$ cat config.mk
export PLATFORM = sky130hd
export DESIGN_NAME = stun_xor_mapped_address_parser
export DESIGN_NICKNAME = d
export VERILOG_FILES = /design/src/design/sxma_pkg.sv /design/src/design/sxma_in_stage.sv /design/src/design/sxma_parse.sv /design/src/design/sxma_out_stage.sv /design/src/design/stun_xor_mapped_address_parser.sv
export SDC_FILE = /design/constraint.sdc
export NUM_CORES = 1
export LEC_CHECK = 0
export CAP_MARGIN = 40
export CORE_MARGIN = 1
export CORE_UTILIZATION = 45
export DETAILED_ROUTE_END_ITERATION = 10
export DONT_BUFFER_PORTS = 1
export PLACE_DENSITY = 0.64
export SYNTH_ARGS = -nofsm -noshare
export SYNTH_HDL_FRONTEND = slang
export SYNTH_SLANG_ARGS = --single-unit
$ cat constraint.sdc
create_clock -name clk -period 9.2 [get_ports clk]
set_input_delay 0.46 -clock clk [delete_from_list [all_inputs] [get_ports clk]]
set_output_delay 0.46 -clock clk [all_outputs]
set_load 0.03 [all_outputs]
$ cat src/design/sxma_pkg.sv
// shared types and constants for the stun xor-mapped-address parser
package sxma_pkg;

  localparam logic [31:0] STUN_COOKIE  = 32'h2112_A442;
  localparam logic [15:0] XMA_TYPE     = 16'h0020;
  localparam logic [7:0]  FAMILY_IPV4  = 8'h01;
  localparam logic [4:0]  HEADER_BYTES = 5'd20;
  localparam logic [4:0]  ATTR_HDR_BYTES = 5'd4;
  localparam logic [4:0]  ADDR_END     = 5'd12;
  localparam logic [4:0]  FAMILY_POS   = 5'd5;
  localparam logic [4:0]  PORT_POS_HI  = 5'd6;
  localparam logic [4:0]  PORT_POS_LO  = 5'd7;
  localparam logic [4:0]  IP_POS_FIRST = 5'd8;
  localparam logic [15:0] MIN_XMA_LEN  = 16'd8;
  localparam logic [16:0] ADDR_VALUE_BYTES = 17'd8;

  typedef enum logic [2:0] {
    PH_HEADER   = 3'd0,
    PH_ATTR_HDR = 3'd1,
    PH_ADDR     = 3'd2,
    PH_SKIP     = 3'd3,
    PH_DONE     = 3'd4
  } phase_t;

  typedef struct packed {
    logic [7:0] data_byte;
    logic       last_byte;
  } in_item_t;

  typedef struct packed {
    logic        found;
    logic [31:0] mapped_ip;
    logic [15:0] mapped_port;
  } result_t;

  // attribute value length rounded up to a 4-byte boundary
  function automatic logic [16:0] padded_len(input logic [15:0] n);
    logic [16:0] s;
    s = {1'b0, n} + 17'd3;
    return {s[16:2], 2'b00};
  endfunction

endpackage

$ cat src/design/sxma_in_stage.sv
// input register stage holding one byte transaction
module sxma_in_stage (
  input  logic               clk,
  input  logic               rst_n,
  input  logic               in_valid,
  output logic               in_ready,
  input  sxma_pkg::in_item_t in_item,
  input  logic               advance,
  output logic               item_valid,
  output sxma_pkg::in_item_t item
);

  logic               valid_r, valid_nxt;
  sxma_pkg::in_item_t item_r;

  assign in_ready   = !valid_r || advance;
  assign item_valid = valid_r;
  assign item       = item_r;

  always_comb begin
    valid_nxt = valid_r;
    if (in_ready) begin
      valid_nxt = in_valid;
    end
  end

  always_ff @(posedge clk) begin
    if (!rst_n) begin
      valid_r <= 1'b0;
    end else begin
      valid_r <= valid_nxt;
    end
  end

  always_ff @(posedge clk) begin
    if (in_ready && in_valid) begin
      item_r <= in_item;
    end
  end

endmodule

$ cat src/design/sxma_parse.sv
// message walker: header skip, attribute tlv walk and address capture
module sxma_parse (
  input  logic               clk,
  input  logic               rst_n,
  input  logic               step,
  input  sxma_pkg::in_item_t item,
  output sxma_pkg::result_t  result
);

  sxma_pkg::phase_t phase_r, phase_nxt;
  logic [4:0]  pos_r, pos_nxt, pos_inc;
  logic [15:0] type_r, type_nxt;
  logic [15:0] len_r, len_nxt;
  logic [16:0] skip_r, skip_nxt, skip_amt, skip_dec;
  logic [7:0]  fam_r, fam_nxt;
  logic [15:0] port_r, port_nxt;
  logic [31:0] addr_r, addr_nxt;
  logic        found_r, found_nxt;
  logic        start_skip;
  logic [7:0]  b;

  assign b        = item.data_byte;
  assign pos_inc  = pos_r + 5'd1;
  assign skip_dec = skip_r - 17'd1;

  always_comb begin
    phase_nxt  = phase_r;
    pos_nxt    = pos_r;
    type_nxt   = type_r;
    len_nxt    = len_r;
    skip_nxt   = skip_r;
    fam_nxt    = fam_r;
    port_nxt   = port_r;
    addr_nxt   = addr_r;
    found_nxt  = found_r;
    start_skip = 1'b0;
    skip_amt   = '0;
    case (phase_r)
      sxma_pkg::PH_HEADER: begin
        if (pos_inc >= sxma_pkg::HEADER_BYTES) begin
          pos_nxt   = '0;
          phase_nxt = sxma_pkg::PH_ATTR_HDR;
        end else begin
          pos_nxt = pos_inc;
        end
      end
      sxma_pkg::PH_ATTR_HDR: begin
        if (pos_r < 5'd2) begin
          type_nxt = {type_r[7:0], b};
        end else begin
          len_nxt = {len_r[7:0], b};
        end
        pos_nxt = pos_inc;
        if (pos_inc >= sxma_pkg::ATTR_HDR_BYTES) begin
          if (type_nxt == sxma_pkg::XMA_TYPE && len_nxt >= sxma_pkg::MIN_XMA_LEN) begin
            phase_nxt = sxma_pkg::PH_ADDR;
          end else begin
            start_skip = 1'b1;
            skip_amt   = sxma_pkg::padded_len(len_nxt);
          end
        end
      end
      sxma_pkg::PH_ADDR: begin
        if (pos_r == sxma_pkg::FAMILY_POS) begin
          fam_nxt = b;
        end else if (pos_r == sxma_pkg::PORT_POS_HI || pos_r == sxma_pkg::PORT_POS_LO) begin
          port_nxt = {port_r[7:0], b};
        end else if (pos_r >= sxma_pkg::IP_POS_FIRST) begin
          addr_nxt = {addr_r[23:0], b};
        end
        pos_nxt = pos_inc;
        if (pos_inc >= sxma_pkg::ADDR_END) begin
          if (fam_nxt == sxma_pkg::FAMILY_IPV4) begin
            found_nxt = 1'b1;
            phase_nxt = sxma_pkg::PH_DONE;
          end else begin
            start_skip = 1'b1;
            skip_amt   = sxma_pkg::padded_len(len_r) - sxma_pkg::ADDR_VALUE_BYTES;
          end
        end
      end
      sxma_pkg::PH_SKIP: begin
        skip_nxt = skip_dec;
        if (skip_dec == '0) begin
          pos_nxt   = '0;
          phase_nxt = sxma_pkg::PH_ATTR_HDR;
        end
      end
      default: begin
      end
    endcase
    // zero-length padded value goes straight to the next attribute header
    if (start_skip) begin
      pos_nxt = '0;
      if (skip_amt == '0) begin
        phase_nxt = sxma_pkg::PH_ATTR_HDR;
      end else begin
        skip_nxt  = skip_amt;
        phase_nxt = sxma_pkg::PH_SKIP;
      end
    end
  end

  always_comb begin
    result.found       = found_nxt;
    result.mapped_ip   = found_nxt ? (addr_nxt ^ sxma_pkg::STUN_COOKIE) : '0;
    result.mapped_port = found_nxt ? (port_nxt ^ sxma_pkg::STUN_COOKIE[31:16]) : '0;
  end

  always_ff @(posedge clk) begin
    if (!rst_n || (step && item.last_byte)) begin
      phase_r <= sxma_pkg::PH_HEADER;
      pos_r   <= '0;
      type_r  <= '0;
      len_r   <= '0;
      skip_r  <= '0;
      fam_r   <= '0;
      port_r  <= '0;
      addr_r  <= '0;
      found_r <= 1'b0;
    end else if (step) begin
      phase_r <= phase_nxt;
      pos_r   <= pos_nxt;
      type_r  <= type_nxt;
      len_r   <= len_nxt;
      skip_r  <= skip_nxt;
      fam_r   <= fam_nxt;
      port_r  <= port_nxt;
      addr_r  <= addr_nxt;
      found_r <= found_nxt;
    end
  end

endmodule

$ cat src/design/sxma_out_stage.sv
// result register holding one result transaction until taken
module sxma_out_stage (
  input  logic              clk,
  input  logic              rst_n,
  input  logic              load,
  input  sxma_pkg::result_t result,
  output logic              can_load,
  output logic              out_valid,
  input  logic              out_ready,
  output sxma_pkg::result_t out_result
);

  logic              valid_r, valid_nxt;
  sxma_pkg::result_t result_r;

  assign can_load   = !valid_r || out_ready;
  assign out_valid  = valid_r;
  assign out_result = result_r;

  always_comb begin
    valid_nxt = valid_r;
    if (can_load) begin
      valid_nxt = load;
    end
  end

  always_ff @(posedge clk) begin
    if (!rst_n) begin
      valid_r <= 1'b0;
    end else begin
      valid_r <= valid_nxt;
    end
  end

  always_ff @(posedge clk) begin
    if (load && can_load) begin
      result_r <= result;
    end
  end

endmodule

$ cat src/design/stun_xor_mapped_address_parser.sv
// top level of the stun xor-mapped-address parser (ipv4)
// Takes a STUN message one byte per transaction on the in_ stream, with
// in_tlast on the final byte, and gives one result transaction per message
// on the out_ stream when that final byte has been processed. The 20-byte
// header is skipped unchecked; attributes are walked as type-length-value
// entries padded to 4 bytes, and the first XOR-MAPPED-ADDRESS (type 0x0020,
// length at least 8, family 0x01) yields the port (xor 0x2112) and the IPv4
// address (xor the magic cookie). A message that ends before that attribute
// is complete reports found = 0 with address and port zero. Throughput is
// one byte per clock while nothing stalls; each byte is held in the input
// register and the parser state is updated as it leaves, and the result
// is loaded into the result register as the last byte leaves. The only
// stall is a full result register holding a previous message's result
// when a final byte arrives; no further bytes are accepted meanwhile.
module stun_xor_mapped_address_parser (
  input  logic        clk,
  input  logic        rst_n,
  input  logic        in_tvalid,
  output logic        in_tready,
  input  logic [7:0]  in_tdata,   // [7:0] data_byte
  input  logic        in_tlast,   // last_byte
  output logic        out_tvalid,
  input  logic        out_tready,
  output logic [47:0] out_tdata,  // [31:0] mapped_ip, [47:32] mapped_port
  output logic        out_tuser   // found
);

  sxma_pkg::in_item_t in_item;
  sxma_pkg::in_item_t item;
  sxma_pkg::result_t  result;
  sxma_pkg::result_t  out_result;
  logic               item_valid;
  logic               advance;
  logic               can_load;

  assign in_item.data_byte = in_tdata;
  assign in_item.last_byte = in_tlast;

  // a byte leaves the input register unless it is a final byte
  // and the result register is still occupied
  assign advance = item_valid && (!item.last_byte || can_load);

  sxma_in_stage u_in (
    .clk        (clk),
    .rst_n      (rst_n),
    .in_valid   (in_tvalid),
    .in_ready   (in_tready),
    .in_item    (in_item),
    .advance    (advance),
    .item_valid (item_valid),
    .item       (item)
  );

  sxma_parse u_parse (
    .clk    (clk),
    .rst_n  (rst_n),
    .step   (advance),
    .item   (item),
    .result (result)
  );

  sxma_out_stage u_out (
    .clk        (clk),
    .rst_n      (rst_n),
    .load       (advance && item.last_byte),
    .result     (result),
    .can_load   (can_load),
    .out_valid  (out_tvalid),
    .out_ready  (out_tready),
    .out_result (out_result)
  );

  assign out_tdata = {out_result.mapped_port, out_result.mapped_ip};
  assign out_tuser = out_result.found;

endmodule
* Word level (Yosys, flattened, before mapping)
Cells that the tools add are included.
** Cells by class
- Order comparisons :: 6
- Multiplexer cells :: 42
- Equal/unequal tests :: 14
- Add/sub/neg operators :: 5
- Reduce and logical (&&, ||, !) cells :: 24
- Bitwise operators :: 2
** Operators with widths (count)
- $mux 32 :: 4
- $mux 17 :: 7
- $mux 16 :: 7
- $add 16x2->17 const B :: 2
- $logic_not 17->1 :: 2
- $pmux 17 s2 :: 1
- $mux 3 :: 7
- $ne 3x1->1 const B :: 6
- $sub 17x1->17 const B :: 1
- $sub 17x4->17 const B :: 1
- $eq 16x6->1 const B :: 1
- $ge 16x4->1 const B :: 1
- $mux 8 :: 2
- $eq 5x3->1 const B :: 3
- $mux 5 :: 3
- $pmux 5 s3 :: 1
- $pmux 3 s4 :: 1
- $ge 5x4->1 const B :: 2
- $not 9->9 :: 1
- $eq 8x1->1 const B :: 1
- $reduce_and 8->1 :: 1
- $mux 1 :: 7
- $eq 3x2->1 const B :: 2
- $add 5x1->5 const B :: 1
- 16 further kinds :: 28
** Word-level totals
- Register bits :: 174
- Word-level logic and storage cells :: 109
- Output and inout bits :: 51
- Bits of input ports :: 13

* Depth between registers and ports, before layout
- Word-level depth :: 11
- Gate-level depth with buffers :: 14
- Gate-level depth less buffers :: 11

* By module
Synthesis repeated with hierarchy kept, for this count alone.
** Unflattened totals
- Cell total of the unflattened synthesis :: 1108
- Area, all modules :: 9034.9 sq um
** By module, submodules not included
- sxma_parse :: sequential area each 2282.2 sq um, area an instance 7159.4 sq um, times used 1, cells an instance 1037
- sxma_out_stage :: sequential area each 1491.4 sq um, area an instance 1529.0 sq um, times used 1, cells an instance 54
- sxma_in_stage :: sequential area each 290.3 sq um, area an instance 327.8 sq um, times used 1, cells an instance 14
- stun_xor_mapped_address_parser :: sequential area each 0.0 sq um, area an instance 18.8 sq um, times used 1, cells an instance 3

* Least setup slack after synthesis
Ideal clock, no wire load.
- Path kind :: register -> register
- Start point :: register u_parse.len_r[0]
- End point :: register u_parse.skip_r[12]
- Arrival :: 3.338 ns
- Buffers on the path :: 3
- Library setup time :: 0.074 ns
- Slack :: 5.788 ns
- Period minus slack after synthesis :: 3.412 ns
- Stages on the path, launching flop included :: 15
- Required time :: 9.126 ns
- Path through :: dfxtp_1 > clkbuf_1 > o211ai_1 > clkbuf_1 > xnor2_1 > ha_1 > or3b_2 > o32ai_1 > xnor2_1 > o21ai_0 > or4_1 > nand2_2 > buf_2 > o2111ai_1 > a31oi_1
** Between the ends
- Cells in the longest elaborated chain, start to end :: 10
- Elaborated cells between the ends (all ways) :: 18
- Those cells by class :: 3 x add/sub; 1 x order compare; 12 x mux; 2 x reduce/logical
** Ends and longest elaborated chain
- start, declared :: RTL line sxma_parse.sv:13 : logic [15:0] len_r, len_nxt;
- start signal, assigned :: RTL line sxma_parse.sv:125 : len_r <= len_nxt;
- branches (longest 9 deep; another with $add 16x2->17)
- $mux 17 * :: RTL line sxma_parse.sv:93 : if (start_skip) begin
- end signal, assigned :: RTL line sxma_parse.sv:126 : skip_r <= skip_nxt;
- end, declared :: RTL line sxma_parse.sv:14 : logic [16:0] skip_r, skip_nxt, skip_amt, skip_dec;
Mark *: on every way between the ends. The select of a mux whose other input is x is not followed.
A chain may end at the register's enable or synchronous reset.

* Worst setup path in the final report
- Start point :: register u_parse.len_r[0]
- End point :: register u_parse.skip_r[0]
The elaborated chain is that of the path after synthesis.

==> impl_metrics.json <==
{
  "hold_buffers": 0,
  "hold_class": "input pin to flip-flop",
  "status": "completed",
  "antenna_cells": 0,
  "cts_max_level": 4,
  "critPathArrivalTime_ns": 4.30,
  "place.gp.congestion": 0.932,
  "syn_nets": 1134,
  "layout_commonest_cell": "nand2_1",
  "synth_area_mm2": 0.00891,
  "ios": 64,
  "tightest_slew_ns": 0.924,
  "design_area_mm2": 0.00974,
  "synth_warnings": 0,
  "die_h_um": 143,
  "path_common_cell": "xnor2_1",
  "route.detailed.drc": 0,
  "slew_viol_final": 0,
  "p_comb_frac": 0.024,
  "p_seq_frac": 0.510,
  "final_cell_mix": "330 x nand2_1, 138 x a21oi_1, 116 x dfxtp_1",
  "switching_power_uw": 415,
  "rows": 51,
  "critPathLaunchType": "flip-flop",
  "vias": 7703,
  "crit_path_end_kind": "flip-flop",
  "cts_buffers": 17,
  "dpl.hpwl_um": 14700,
  "antenna_left": 0,
  "ys_ff_latch": 174,
  "place.port_buffers": 0,
  "clk_path_buf_depth": 2,
  "seq_area_frac_synth": 0.456,
  "slew_headroom": 0.379,
  "slowest_stage": "o211ai_1",
  "max_freq_ghz": 0.253,
  "totalWireLength_um": 22600,
  "die-area_mm2": 0.0204,
  "grt_usage": 0.227,
  "drive_gt1_frac": 0.0656,
  "avgSynthCellArea_um2": 8.00,
  "cts_resized": 0,
  "synth_edf_count": 58,
  "cp.required_ns": 9.55,
  "design.core.area_mm2": 0.0195,
  "utilization": 0.500,
  "drtIter0Drc": 677,
  "ys_types": 73,
  "clock_latency_ns": 0.44,
  "grt_pass1_wl_um": 36500,
  "clkPwrFrac": 0.466,
  "cts.sinks": 174,
  "path_clk_slew_ns": 0.08,
  "dieWidth_um": 143,
  "timing.final.hold_violations": 0,
  "crit_path_cell_trace": "o211ai_1 > xnor2_1 > ha_1 > or3b_2 > o32ai_1 > xnor2_1 > o21ai_0 > or4_1 > nand2_2 > nand3_1 > a311oi_1",
  "clockRootBuffer": "clkbuf_16",
  "crit_fanout": 18,
  "fin_crit_sh": 0.430,
  "netSwitchingFraction": 0.260,
  "grt_max_degree": 81,
  "setup_viol": 0,
  "nNetsFinal": 1090,
  "synth_top_area_share": 0.260,
  "fin_crit_ns": 3.96,
  "placed_area_mm2": 0.00911,
  "power_density_mw_per_mm2": 164,
  "overflow": 0,
  "first_global_vias": 6995,
  "grt_setup_unrepaired": "false",
  "async_reset_ff_frac": 0,
  "ir_drop_mv": 0.133,
  "drv_cap": 0,
  "power_leakage_uw": 0.00307,
  "start_util": 0.458,
  "cts_tree": "done",
  "fin_hold_ws_ns": 0.115,
  "finalSetupTns_ns": 0,
  "syn_inst": 1114,
  "cell_internal_pwr_uw": 1180,
  "worstSetupPathType": "flip-flop to flip-flop",
  "synth_flop_cell": "dfxtp_1",
  "slowest_delay_ns": 0.75,
  "viasPerCell": 5.71,
  "cts_setup_buffers": 0,
  "area_growth_pct": 9.26,
  "drt_pass1_iterations": 5,
  "antenna_found_initial": 0,
  "synth_top_cell_by_area": "dfxtp_1",
  "skew_ns": 0.0131,
  "avgRoutedWirePerCell_um": 16.8,
  "synth.area.top_cells": "dfxtp_1 26%, edfxtp_1 20%, nand2_1 14%"
}
## power groups by stage
stage          combinational [µW]  clock [µW]  sequential [µW]
3_5_place_dp                 38.8           0              833
2_1_floorplan                33.0           0              825
3_3_place_gp                 37.7           0              833
4_1_cts                      38.9         762              816
6_report                     38.9         745              816
5_1_grt                      42.5         788              817
## cell usage after synthesis, types with 8 or more instances
cell type	number
clkbuf_1	68
nor3_1	26
xnor2_1	20
a31oi_1	17
nand3_1	26
o2111ai_1	8
nor2_1	53
inv_1	18
o21ai_0	20
dfxtp_1	116
nor4_1	15
mux2i_1	9
and3_1	17
xor2_1	12
or3_1	14
nand2_1	331
nand4_1	15
a21oi_1	139
edfxtp_1	58
## sequential cells by signal, indices dropped and copies added, names as in the netlist
name              cells
u_out.out_result     49
u_parse.addr_r       32
u_parse.skip_r       17
u_parse.len_r        16
u_parse.port_r       16
u_parse.type_r       16
u_in.item             9
u_parse.fam_r         8
u_parse.pos_r         5
u_parse.phase_r       3
u_in.item_valid       1
u_out.out_valid       1
u_parse.found_r       1
## area by class of cell
type                       count  area [µm²]
inverter                      18        67.6
clock buffer                  17         425
fill                        1844        9720
tap                          265         332
sequential                   174        4060
multi-input combinational    841        4490
clock inverter                15         204
timing repair buffer          18         160
## routing by layer
layer	share of wire	routed length (µm)	up-vias	GRT usage
met5	0	0	-	0
met4	0.0095	214	0	0.0645
met3	0.047	1060	19	0.0366
met2	0.47	10700	222	0.353
met1	0.47	10700	3626	0.323
li1	-	-	3836	-
## path summary, 6_finish.rpt
| path | from | endpoint | slack (ns) | depth (start not counted) |
|---|---|---|---|---|
| worst min-delay path | in_tdata[7] | u_in.item[8]$_DFFE_PP_ | 0.11 | 0 |
| worst max register to register | u_parse.len_r[0]$_SDFFE_PP0P_ | u_parse.skip_r[0]$_SDFFE_PP0P_ | 5.24 | 11 |
| worst max-delay path | u_parse.len_r[0]$_SDFFE_PP0P_ | u_parse.skip_r[0]$_SDFFE_PP0P_ | 5.24 | 11 |
| worst min register to register | u_parse.fam_r[6]$_SDFFE_PP0P_ | u_parse.fam_r[6]$_SDFFE_PP0P_ | 0.46 | 2 |
## worst max-delay path, delay by kind of cell, from the launching register on
family	cells	cell delay (ns)
simple gates	4	1.38
compound gates	4	1.27
xor+xnor	2	0.44
flops	1	0.42
fa+ha+maj	1	0.35
## logic make-up (layout without fill, tap and decap cells)
logic type                 count (synthesis)  after routing  synth area share
AOI/OAI and AO/OA                        243            243             0.167
xor gates and xnor gates                  32             32            0.0314
adders and majority gates                  7              7           0.00982
buffers and inverters                     99             68            0.0445
DFF                                      174            174             0.456
muxes                                     10             10            0.0114
and+or+nand+nor                          549            549             0.280
## metrics by stage
stage | setup WS, ns | total power [µW] | cells
final | 5.24 | 1600 | 1348
after global routing | 4.92 | 1650 | 1348
after CTS | 5.28 | 1620 | 1348
after detailed placement | 5.31 | 872 | 1316
after global placement | 5.33 | 871 | 1309
after floorplan | 5.79 | 858 | 1114
Power figures use the tool's default switching activity.
